===== src/rtl/core/mtk_pkg.sv =====
// Shared types, constants and helpers for the feedback-queue tick accounting core.
// No dependencies; every other file of the core but mtk_checker imports this package.
package mtk_pkg;

	// Table geometry
	localparam int SLOTS  = 64;
	localparam int LEVELS = 4;
	localparam int IDX_W  = $clog2(SLOTS);

	// Field widths fixed by the item formats
	localparam int SLOT_W  = 6;
	localparam int LEVEL_W = 2;
	localparam int CNT_W   = 8;
	localparam int CFG_IDX_W = 3;

	// Deepest level a slot may sit at
	localparam logic [LEVEL_W-1:0] LOWEST_LEVEL = LEVEL_W'((LEVELS - 1 > 3) ? 3 : LEVELS - 1);

	localparam logic [CNT_W-1:0] CNT_MAX = {CNT_W{1'b1}};

	// Register reset values
	localparam logic [CNT_W-1:0] SLICE0_RST = 8'd1;
	localparam logic [CNT_W-1:0] SLICE1_RST = 8'd3;
	localparam logic [CNT_W-1:0] SLICE2_RST = 8'd9;
	localparam logic [CNT_W-1:0] SLICE3_RST = 8'd15;
	localparam logic [CNT_W-1:0] AGING_RST  = 8'd30;

	// Register indexes on the configuration channel
	localparam logic [CFG_IDX_W-1:0] CFG_SLICE0 = 3'd0;
	localparam logic [CFG_IDX_W-1:0] CFG_SLICE1 = 3'd1;
	localparam logic [CFG_IDX_W-1:0] CFG_SLICE2 = 3'd2;
	localparam logic [CFG_IDX_W-1:0] CFG_SLICE3 = 3'd3;
	localparam logic [CFG_IDX_W-1:0] CFG_AGING  = 3'd4;

	typedef enum logic [1:0] {
		REQ_TICK   = 2'd0,
		REQ_STATUS = 2'd1,
		REQ_LOAD   = 2'd2
	} req_t;

	typedef enum logic [1:0] {
		CAUSE_NONE    = 2'd0,
		CAUSE_EXPIRED = 2'd1,
		CAUSE_HIGHER  = 2'd2
	} cause_t;

	typedef enum logic {
		ST_IDLE,
		ST_WALK
	} state_t;

	// One task slot as it travels along the cell chain
	typedef struct packed {
		logic [LEVEL_W-1:0] level;
		logic               runnable;
		logic [CNT_W-1:0]   slice;
		logic [CNT_W-1:0]   age;
	} slot_rec_t;

	// Latched request under service
	typedef struct packed {
		logic [1:0]         req;
		logic [SLOT_W-1:0]  slot;
		logic               running_valid;
		logic               runnable;
		logic [LEVEL_W-1:0] load_level;
	} op_t;

	// Configuration registers
	typedef struct packed {
		logic [3:0][CNT_W-1:0] slice;
		logic [CNT_W-1:0]      aging;
	} cfg_t;

	// What the head unit reports for the slot under it
	typedef struct packed {
		logic               running_hit;
		logic               expired;
		logic [LEVEL_W-1:0] run_level;
		logic               other_hit;
		logic [LEVEL_W-1:0] other_level;
	} head_stat_t;

	function automatic logic [CNT_W-1:0] sat_inc(input logic [CNT_W-1:0] v);
		return (v == CNT_MAX) ? v : v + CNT_W'(1);
	endfunction

endpackage


===== src/rtl/core/mtk_cell.sv =====
// One storage cell of the slot chain: holds a single slot record.
// Depends on mtk_pkg for the record type.
module mtk_cell (
	input  logic              clk,
	input  logic              arst_n,
	input  logic              shift_en,
	input  mtk_pkg::slot_rec_t rec_in,
	output mtk_pkg::slot_rec_t rec_q
);
	import mtk_pkg::*;

	// Take the neighbor's record on every step of a walk
	always_ff @(posedge clk or negedge arst_n) begin
		if (!arst_n) begin
			rec_q <= '0;
		end else if (shift_en) begin
			rec_q <= rec_in;
		end
	end

endmodule


===== src/rtl/core/mtk_head.sv =====
// Update unit at the head of the slot chain: applies one request to one slot record.
// Depends on mtk_pkg for record, request and configuration types.
module mtk_head (
	input  mtk_pkg::op_t             op,
	input  mtk_pkg::cfg_t            cfg,
	input  logic [mtk_pkg::IDX_W-1:0] idx,
	input  mtk_pkg::slot_rec_t       rec_in,
	output mtk_pkg::slot_rec_t       rec_out,
	output mtk_pkg::head_stat_t      stat
);
	import mtk_pkg::*;

	logic               slot_ok;
	logic               match;
	logic [CNT_W-1:0]   slice_nx;
	logic [CNT_W-1:0]   age_nx;
	logic [LEVEL_W-1:0] lvl;
	logic               exp;

	assign slot_ok = 32'(op.slot) < SLOTS;
	assign match   = slot_ok && (32'(op.slot) == 32'(idx));
	assign slice_nx = sat_inc(rec_in.slice);
	assign age_nx   = sat_inc(rec_in.age);
	assign lvl      = rec_in.level;
	assign exp      = slice_nx >= cfg.slice[lvl];

	// Apply the request to the record under the head
	always_comb begin
		rec_out = rec_in;
		stat    = '0;
		unique case (op.req)
			REQ_STATUS: begin
				if (match) begin
					rec_out.runnable = op.runnable;
				end
			end
			REQ_LOAD: begin
				if (match) begin
					rec_out.level = (op.load_level > LOWEST_LEVEL) ? LOWEST_LEVEL : op.load_level;
					rec_out.slice = '0;
					rec_out.age   = '0;
				end
			end
			REQ_TICK: begin
				if (op.running_valid && slot_ok) begin
					if (match) begin
						// Running slot: count its slice, demote on expiry
						stat.running_hit = 1'b1;
						rec_out.age      = '0;
						rec_out.slice    = slice_nx;
						stat.run_level   = lvl;
						if (exp) begin
							stat.expired   = 1'b1;
							rec_out.slice  = '0;
							if (lvl < LOWEST_LEVEL) begin
								rec_out.level  = lvl + LEVEL_W'(1);
								stat.run_level = lvl + LEVEL_W'(1);
							end
						end
					end else if (!rec_in.runnable) begin
						rec_out.age = '0;
					end else begin
						// Waiting slot: age, promote at threshold
						rec_out.age = age_nx;
						if (age_nx >= cfg.aging && lvl != '0) begin
							rec_out.level = lvl - LEVEL_W'(1);
							rec_out.slice = '0;
							rec_out.age   = '0;
						end
						stat.other_hit   = 1'b1;
						stat.other_level = rec_out.level;
					end
				end
			end
			default: begin
				rec_out = rec_in;
			end
		endcase
	end

endmodule


===== src/rtl/core/mlfq_tick_accounting_core.sv =====
// Top level of the feedback-queue tick accounting core: slot chain, head unit, control.
// Depends on mtk_pkg, mtk_cell and mtk_head.
//
//   channel   direction  beat carries
//   s_axis    in         tuser: req_type; tdata: slot, running_valid, runnable, load_level
//   m_axis    out        tdata: preempt, preempt_cause, running_level
//   cfg       in         cfg_index, cfg_data (register write)
//
// Every request walks the whole slot chain once, passing each record in turn through
// the one head unit.
// The next request can be taken in the cycle after the result is registered.
// Reset puts all slot records to zero and the registers to their defaults at once.
// A result not yet taken holds the next walk on its final step.
module mlfq_tick_accounting_core (
	input  logic        clk,
	input  logic        arst_n,
	input  logic        s_axis_tvalid,
	output logic        s_axis_tready,
	input  logic [15:0] s_axis_tdata,   // [5:0] slot, [6] running_valid, [7] runnable,
	                                    // [9:8] load_level, [15:10] zero
	input  logic [1:0]  s_axis_tuser,   // [1:0] req_type
	output logic        m_axis_tvalid,
	input  logic        m_axis_tready,
	output logic [7:0]  m_axis_tdata,   // [0] preempt, [2:1] preempt_cause,
	                                    // [4:3] running_level, [7:5] zero
	input  logic        cfg_valid,
	output logic        cfg_ready,
	input  logic [2:0]  cfg_index,
	input  logic [7:0]  cfg_data
);
	import mtk_pkg::*;

	state_t             state_q, state_nx;
	op_t                op_q;
	cfg_t               cfg_q;
	logic [IDX_W-1:0]   idx_q;
	logic               last;
	logic               accept;
	logic               shift_en;
	logic               out_valid_q;
	logic [4:0]         out_q;
	logic               exp_q, exp_nx;
	logic [LEVEL_W-1:0] rlvl_q, rlvl_nx;
	logic               have_q, have_nx;
	logic [LEVEL_W-1:0] min_q, min_nx;
	logic               tick_act;
	slot_rec_t          chain [SLOTS];
	slot_rec_t          head_out;
	head_stat_t         stat;

	assign cfg_ready     = 1'b1;
	assign accept        = s_axis_tvalid && s_axis_tready;
	assign last          = idx_q == IDX_W'(SLOTS - 1);
	assign m_axis_tvalid = out_valid_q;
	assign m_axis_tdata  = {3'b000, out_q};
	assign tick_act      = (op_q.req == REQ_TICK) && op_q.running_valid
	                       && (32'(op_q.slot) < SLOTS);

	// Cell chain: each cell takes its upper neighbor, the tail takes the head result
	for (genvar k = 0; k < SLOTS; k++) begin : g_cell
		if (k == SLOTS - 1) begin : g_tail
			mtk_cell u_cell (
				.clk      (clk),
				.arst_n   (arst_n),
				.shift_en (shift_en),
				.rec_in   (head_out),
				.rec_q    (chain[k])
			);
		end else begin : g_body
			mtk_cell u_cell (
				.clk      (clk),
				.arst_n   (arst_n),
				.shift_en (shift_en),
				.rec_in   (chain[k+1]),
				.rec_q    (chain[k])
			);
		end
	end

	mtk_head u_head (
		.op      (op_q),
		.cfg     (cfg_q),
		.idx     (idx_q),
		.rec_in  (chain[0]),
		.rec_out (head_out),
		.stat    (stat)
	);

	// State register
	always_ff @(posedge clk or negedge arst_n) begin
		if (!arst_n) begin
			state_q <= ST_IDLE;
		end else begin
			state_q <= state_nx;
		end
	end

	// Next state and handshake
	always_comb begin
		state_nx      = state_q;
		s_axis_tready = 1'b0;
		shift_en      = 1'b0;
		unique case (state_q)
			ST_IDLE: begin
				s_axis_tready = 1'b1;
				if (s_axis_tvalid) begin
					state_nx = ST_WALK;
				end
			end
			ST_WALK: begin
				shift_en = !(last && out_valid_q && !m_axis_tready);
				if (shift_en && last) begin
					state_nx = ST_IDLE;
				end
			end
			default: begin
				state_nx = ST_IDLE;
			end
		endcase
	end

	// Latch the request payload
	always_ff @(posedge clk) begin
		if (accept) begin
			op_q.req           <= s_axis_tuser;
			op_q.slot          <= s_axis_tdata[5:0];
			op_q.running_valid <= s_axis_tdata[6];
			op_q.runnable      <= s_axis_tdata[7];
			op_q.load_level    <= s_axis_tdata[9:8];
		end
	end

	// Configuration registers
	always_ff @(posedge clk or negedge arst_n) begin
		if (!arst_n) begin
			cfg_q.slice[0] <= SLICE0_RST;
			cfg_q.slice[1] <= SLICE1_RST;
			cfg_q.slice[2] <= SLICE2_RST;
			cfg_q.slice[3] <= SLICE3_RST;
			cfg_q.aging    <= AGING_RST;
		end else if (cfg_valid) begin
			unique case (cfg_index)
				CFG_SLICE0: cfg_q.slice[0] <= cfg_data;
				CFG_SLICE1: cfg_q.slice[1] <= cfg_data;
				CFG_SLICE2: cfg_q.slice[2] <= cfg_data;
				CFG_SLICE3: cfg_q.slice[3] <= cfg_data;
				CFG_AGING:  cfg_q.aging    <= cfg_data;
				default:    cfg_q.aging    <= cfg_q.aging;
			endcase
		end
	end

	// Fold the head report into the running summary
	always_comb begin
		exp_nx  = exp_q;
		rlvl_nx = rlvl_q;
		if (stat.running_hit) begin
			exp_nx  = stat.expired;
			rlvl_nx = stat.run_level;
		end
		have_nx = have_q || stat.other_hit;
		min_nx  = min_q;
		if (stat.other_hit && (!have_q || stat.other_level < min_q)) begin
			min_nx = stat.other_level;
		end
	end

	// Step counter and summary registers
	always_ff @(posedge clk or negedge arst_n) begin
		if (!arst_n) begin
			idx_q  <= '0;
			exp_q  <= 1'b0;
			rlvl_q <= '0;
			have_q <= 1'b0;
			min_q  <= '0;
		end else if (accept) begin
			idx_q  <= '0;
			exp_q  <= 1'b0;
			rlvl_q <= '0;
			have_q <= 1'b0;
			min_q  <= '0;
		end else if (shift_en) begin
			idx_q  <= last ? '0 : idx_q + IDX_W'(1);
			exp_q  <= exp_nx;
			rlvl_q <= rlvl_nx;
			have_q <= have_nx;
			min_q  <= min_nx;
		end
	end

	// Output register: load on the final step, drop on the taken beat
	always_ff @(posedge clk or negedge arst_n) begin
		if (!arst_n) begin
			out_valid_q <= 1'b0;
		end else if (shift_en && last) begin
			out_valid_q <= 1'b1;
		end else if (m_axis_tready) begin
			out_valid_q <= 1'b0;
		end
	end

	always_ff @(posedge clk) begin
		if (shift_en && last) begin
			if (!tick_act) begin
				out_q <= {2'b00, CAUSE_NONE, 1'b0};
			end else if (exp_nx) begin
				out_q <= {rlvl_nx, CAUSE_EXPIRED, 1'b1};
			end else if (have_nx && min_nx < rlvl_nx) begin
				out_q <= {rlvl_nx, CAUSE_HIGHER, 1'b1};
			end else begin
				out_q <= {rlvl_nx, CAUSE_NONE, 1'b0};
			end
		end
	end

endmodule


===== config.mk =====
export PLATFORM = sky130hd
export DESIGN_NAME = mlfq_tick_accounting_core
export DESIGN_NICKNAME = d
export VERILOG_FILES = /design/src/rtl/core/mtk_pkg.sv /design/src/rtl/core/mtk_cell.sv /design/src/rtl/core/mtk_head.sv /design/src/rtl/core/mlfq_tick_accounting_core.sv
export SDC_FILE = /design/constraint.sdc
export NUM_CORES = 2
export LEC_CHECK = 0
export BUFFER_PORTS_ARGS = -buffer_cell sky130_fd_sc_hd__clkbuf_2
export CORE_MARGIN = 2
export CORE_UTILIZATION = 40
export DETAILED_ROUTE_END_ITERATION = 7
export GPL_TIMING_DRIVEN = 1
export PLACE_DENSITY_LB_ADDON = 0.08
export SLEW_MARGIN = 20
export SYNTH_ARGS = -nofsm -noshare
export SYNTH_HDL_FRONTEND = slang
export SYNTH_SLANG_ARGS = --single-unit

===== constraint.sdc =====
create_clock -name clk -period 6.1 [get_ports clk]
set_input_delay 1.22 -clock clk [delete_from_list [all_inputs] [get_ports clk]]
set_output_delay 1.22 -clock clk [all_outputs]
set_load 0.005 [all_outputs]

==> results.cfg <==
[cts]
clock_tree.buffer_depth = 3
root_buffer_cell = sky130_fd_sc_hd__clkbuf_16
post_cts_hold_buffer_count = 0
clk_pin_slew_ns = 0.06
htree_num_levels = 4
numCtsBuffers = 142
postCtsSetupBuffers = 0
cts.sink_count = 1287
post_cts.resized_instances = 0
clk_latency_ns = 0.75
cts_tree = built

[placed_design]
dp.cells = 6978
io_buffers = 34
placed_area_sq_mm = 0.0514
dp_hpwl_mm = 51.3
gp_congestion = 0.779

[min_path]
timing.hold.worst.class = reg2reg
min_to = g_cell[58].g_body.u_cell.rec_q[1]
min_path_cells = 2
worstHoldStart = g_cell[59].g_body.u_cell.rec_q[1]

[sta]
fin_skew_ns = 0.0304
slew-limit-headroom_pct = 28.3
slew_limit_fails = 0
unrepaired_setup_endpoints_after_global_routing = no
final.setup.tns_ns = 0
worst-slew-pin-transition_ns = 1.08
final_period_minus_worst_setup_slack_ns = 4.85
report.final.setup_viol = 0
timing_hold_violations_final = 0
fmax_mhz = 206
layout_worst_path_cycle_share_pct = 79.4

[setup_path]
cp_num_buf_inv = 0
crit_path_max_incr_delay_ns = 0.47
cp.arrival_ns = 5.32
rrSetupSlack_ns = 1.25
critical_path.max_fanout = 8
crit_path_cell_trace = and4_1 -> nand2_1 -> nor2_1 -> nor3_1 -> xnor2_1 -> ha_1 -> and3_1 -> a221oi_1 -> o32a_4 -> mux2_2 -> nor2_1 -> ha_1 -> o21a_1 -> o31ai_2 -> nand2_1 -> mux2i_1 -> ha_1 -> o21ai_0 -> o211ai_1 -> nor2b_1
timing.critical_path.slowest_stage_cell = sky130_fd_sc_hd__dfrtp_1
rr_startpoint = g_cell[0].g_body.u_cell.rec_q[3]
crit-reg2reg-capture = out_q[2]
timing.setup.critical_path_class = reg2reg
crit_path_frequent_cell = sky130_fd_sc_hd__ha_1
timing.critical_path.to_type = flop
cell_family_with_most_cp_delay = simple AND/OR/NAND/NOR gates
reg2reg_depth = 20
worst_setup_path_start_kind = flop
worst_ep_required_time_ns = 6.58

[cells_and_area]
area_of_the_multi_input_gates_sq_mm = 0.0161
flow.area_growth_from_synthesis_pct = 13.0
fin_cells = 7236
final_nets = 5542
num-fill-cells = 12200
stdcell_area_sq_mm = 0.0563
final_layout_size_suffix_gt1_share_pct = 6.98
register_area_sq_mm = 0.0323

[yosys]
yosys.cell_types.count = 71
yosys.area_share.adder_pct = 0.577
async_reset_ff_share_pct = 98.7
ys_dominant_reg_cell = sky130_fd_sc_hd__dfrtp_1
synth_xor_area_share_pct = 0.264
synth-compound-area-share_pct = 1.64
mux_contribution_to_synthesized_area_pct = 1.36
synth_seq_area_share_pct = 64.8
synth_area_sq_mm = 0.0498
synth-seq-cells = 1287
largest_family_of_logic_cells_by_synthesized_area = simple AND/OR/NAND/NOR gates
synthSimpleGateAreaFrac_pct = 28.5
synth_edf_count = 17
synthesis.instances = 5550
syn-mean-instance-area_sq_um = 8.98
ys.warnings.count = 0

[detailed_routing]
final_antenna_net_count = 0
num_vias = 33300
drt-vias-per-instance = 4.60
drc_violation_count_after_routing = 0
dr_wl_cell_um = 13.3
dr_iter_0_viols = 2904
drt-total-wl_mm = 96.0
dr.pass1.iters = 5

[grt]
grt_pass1_wl_mm = 167
first_global_vias = 33200
grt_usage_pct = 15.6
grt_start_max_net_pins = 218
overall_overflow_remaining_after_global_route = 0
number_of_antenna_violations_at_the_first_check_in_global_routing = 4

[die]
dieWidth_um = 357
die_area_sq_mm = 0.127
die_h_um = 357
core_region_area_sq_mm = 0.124
std_cell_rows = 129
effective_utilization_at_floorplan_pct = 40.3
floorplan.io_pins = 45

[power]
lkg_pwr_nw = 31.6
power_density_mw_per_mm2 = 348
power.ir.vdd_worst_mv = 0.238

[flow_run]
drv.max_cap_violation_count = 0

[run_status]
run_status = finished clean
[cells by family (layout without fill, tap and decap cells)]
| logic type | Yosys count | in the layout |
|---|---|---|
| other cells | 2 | 5 |
| flops | 1287 | 1287 |
| xor+xnor | 15 | 15 |
| simple gates | 3735 | 3735 |
| buf+inv | 319 | 365 |
| fa+ha+maj | 23 | 23 |
| compound gates | 116 | 116 |
| mux | 53 | 53 |
[synth_stat cells, types with 3 or more instances]
library cell,n,share of area (%)
sky130_fd_sc_hd__nand2_1,3628,27
sky130_fd_sc_hd__mux2i_1,7,0.14
sky130_fd_sc_hd__a21oi_1,25,0.25
sky130_fd_sc_hd__a221o_1,4,0.080
sky130_fd_sc_hd__clkbuf_1,105,0.79
sky130_fd_sc_hd__xor2_1,12,0.21
sky130_fd_sc_hd__buf_1,7,0.053
sky130_fd_sc_hd__dfstp_2,13,0.69
sky130_fd_sc_hd__a21o_1,3,0.045
sky130_fd_sc_hd__and3_1,7,0.088
sky130_fd_sc_hd__a211o_1,3,0.053
sky130_fd_sc_hd__buf_2,177,1.8
sky130_fd_sc_hd__ha_1,23,0.58
sky130_fd_sc_hd__o2bb2ai_1,3,0.053
sky130_fd_sc_hd__o21a_1,3,0.045
sky130_fd_sc_hd__xnor2_1,3,0.053
sky130_fd_sc_hd__edfxtp_1,17,1.0
sky130_fd_sc_hd__nand2b_1,7,0.088
sky130_fd_sc_hd__mux4_2,8,0.36
sky130_fd_sc_hd__inv_1,25,0.19
sky130_fd_sc_hd__mux2_2,38,0.86
sky130_fd_sc_hd__a22oi_1,3,0.045
sky130_fd_sc_hd__dfrtp_1,1257,63
sky130_fd_sc_hd__a31oi_1,5,0.063
sky130_fd_sc_hd__a221oi_1,4,0.070
sky130_fd_sc_hd__o21ai_0,34,0.34
sky130_fd_sc_hd__nor2_1,45,0.34
sky130_fd_sc_hd__nor3_1,11,0.11
sky130_fd_sc_hd__buf_4,4,0.060
sky130_fd_sc_hd__nand3_1,12,0.12
[routing by layer]
metal | vias up | part of all wire [%] | global-route usage [%]
met4 | 0 | 2.3 | 4.71
met3 | 154 | 3.1 | 2.85
met5 | - | 0 | 0
met2 | 296 | 43 | 23.5
li1 | 16800 | - | -
met1 | 16000 | 51 | 22.9
[metrics by stage]
step | setup WS [ns] | hold slack [ns] | total power, mW | util, %
after floorplan | 1.79 | 0.433 | 10.5 | -
after global placement | 1.27 | 0.444 | 11.0 | 41.6
after CTS | 1.23 | 0.445 | 20.0 | 45.5
after detailed placement | 1.25 | 0.446 | 11.0 | 41.6
final | 1.25 | 0.447 | 19.6 | 45.6
after global routing | 0.869 | 0.469 | 20.6 | 45.6
[power breakdown]
| part | switching, mW | internal (mW) | total, mW | leakage (nW) |
|---|---|---|---|---|
| clock network | 3.49 | 5.31 | 8.80 | 2.43 |
| logic | 1.06 | 0.354 | 1.41 | 11.4 |
| registers | 0.291 | 9.11 | 9.40 | 17.7 |
[cell type report]
| type | count | share of cell area (%) |
|---|---|---|
| Timing Repair Buffer | 82 | 1.50 |
| Multi-Input combinational cell | 3946 | 28.7 |
| Clock buffer | 209 | 7.60 |
| Sequential cell | 1287 | 57.4 |
| Tap cell | 1637 | 3.64 |
| Inverter | 26 | 0.173 |
| Antenna cell | 1 | 0.00444 |
| Clock inverter | 48 | 1.06 |
[sequential cells by signal (all words and copies together), names as in the netlist]
name and cells:
g_cell.g_body.u_cell.rec_q 1197, idx_q 6, rlvl_q 2, cfg_q 40, g_cell.g_tail.u_cell.rec_q 19, op_q 12
have_q 1, min_q 2, state_q 1, exp_q 1, m_axis_tvalid 1, out_q 5
[worst max-delay path by stage]
stage	from	end	slack, ns	cells past startpoint
2_1_floorplan	g_cell[0].g_body.u_cell.rec_q[4]	out_q[0]	1.79	20
5_1_grt	g_cell[0].g_body.u_cell.rec_q[3]	out_q[2]	0.87	20
3_5_place_dp	g_cell[0].g_body.u_cell.rec_q[3]	out_q[2]	1.25	20
4_1_cts	g_cell[0].g_body.u_cell.rec_q[3]	out_q[2]	1.23	20
3_3_place_gp	g_cell[0].g_body.u_cell.rec_q[3]	out_q[0]	1.27	20
6_report	g_cell[0].g_body.u_cell.rec_q[3]	out_q[2]	1.25	20
[placed cells by master (no fill, tap or decap), types with 8 or more instances in the layout]
cell type / netlist / routed
sky130_fd_sc_hd__nand2_1: 3628 / 3627
sky130_fd_sc_hd__dfrtp_1: 1257 / 1257
sky130_fd_sc_hd__clkbuf_16: 0 / 147
sky130_fd_sc_hd__nor2_1: 45 / 45
sky130_fd_sc_hd__mux2_2: 38 / 38
sky130_fd_sc_hd__clkbuf_8: 0 / 37
sky130_fd_sc_hd__o21ai_0: 34 / 34
sky130_fd_sc_hd__clkbuf_2: 0 / 33
sky130_fd_sc_hd__clkinv_2: 0 / 26
sky130_fd_sc_hd__inv_1: 25 / 25
sky130_fd_sc_hd__clkbuf_1: 105 / 25
sky130_fd_sc_hd__buf_12: 0 / 25
sky130_fd_sc_hd__a21oi_1: 25 / 24
sky130_fd_sc_hd__buf_4: 4 / 24
sky130_fd_sc_hd__ha_1: 23 / 23
sky130_fd_sc_hd__edfxtp_1: 17 / 17
sky130_fd_sc_hd__dfstp_2: 13 / 13
sky130_fd_sc_hd__nand3_1: 12 / 12
sky130_fd_sc_hd__xor2_1: 12 / 12
sky130_fd_sc_hd__nor3_1: 11 / 10
sky130_fd_sc_hd__bufinv_16: 0 / 10
sky130_fd_sc_hd__mux4_2: 8 / 8
[tightest hold or removal path: stages, from the launching register on]
cell,delay [ns]
sky130_fd_sc_hd__dfrtp_1,0.34
sky130_fd_sc_hd__nand2_1,0.05
sky130_fd_sc_hd__nand2_1,0.05
Note: power is estimated with default switching activity, not from simulation.
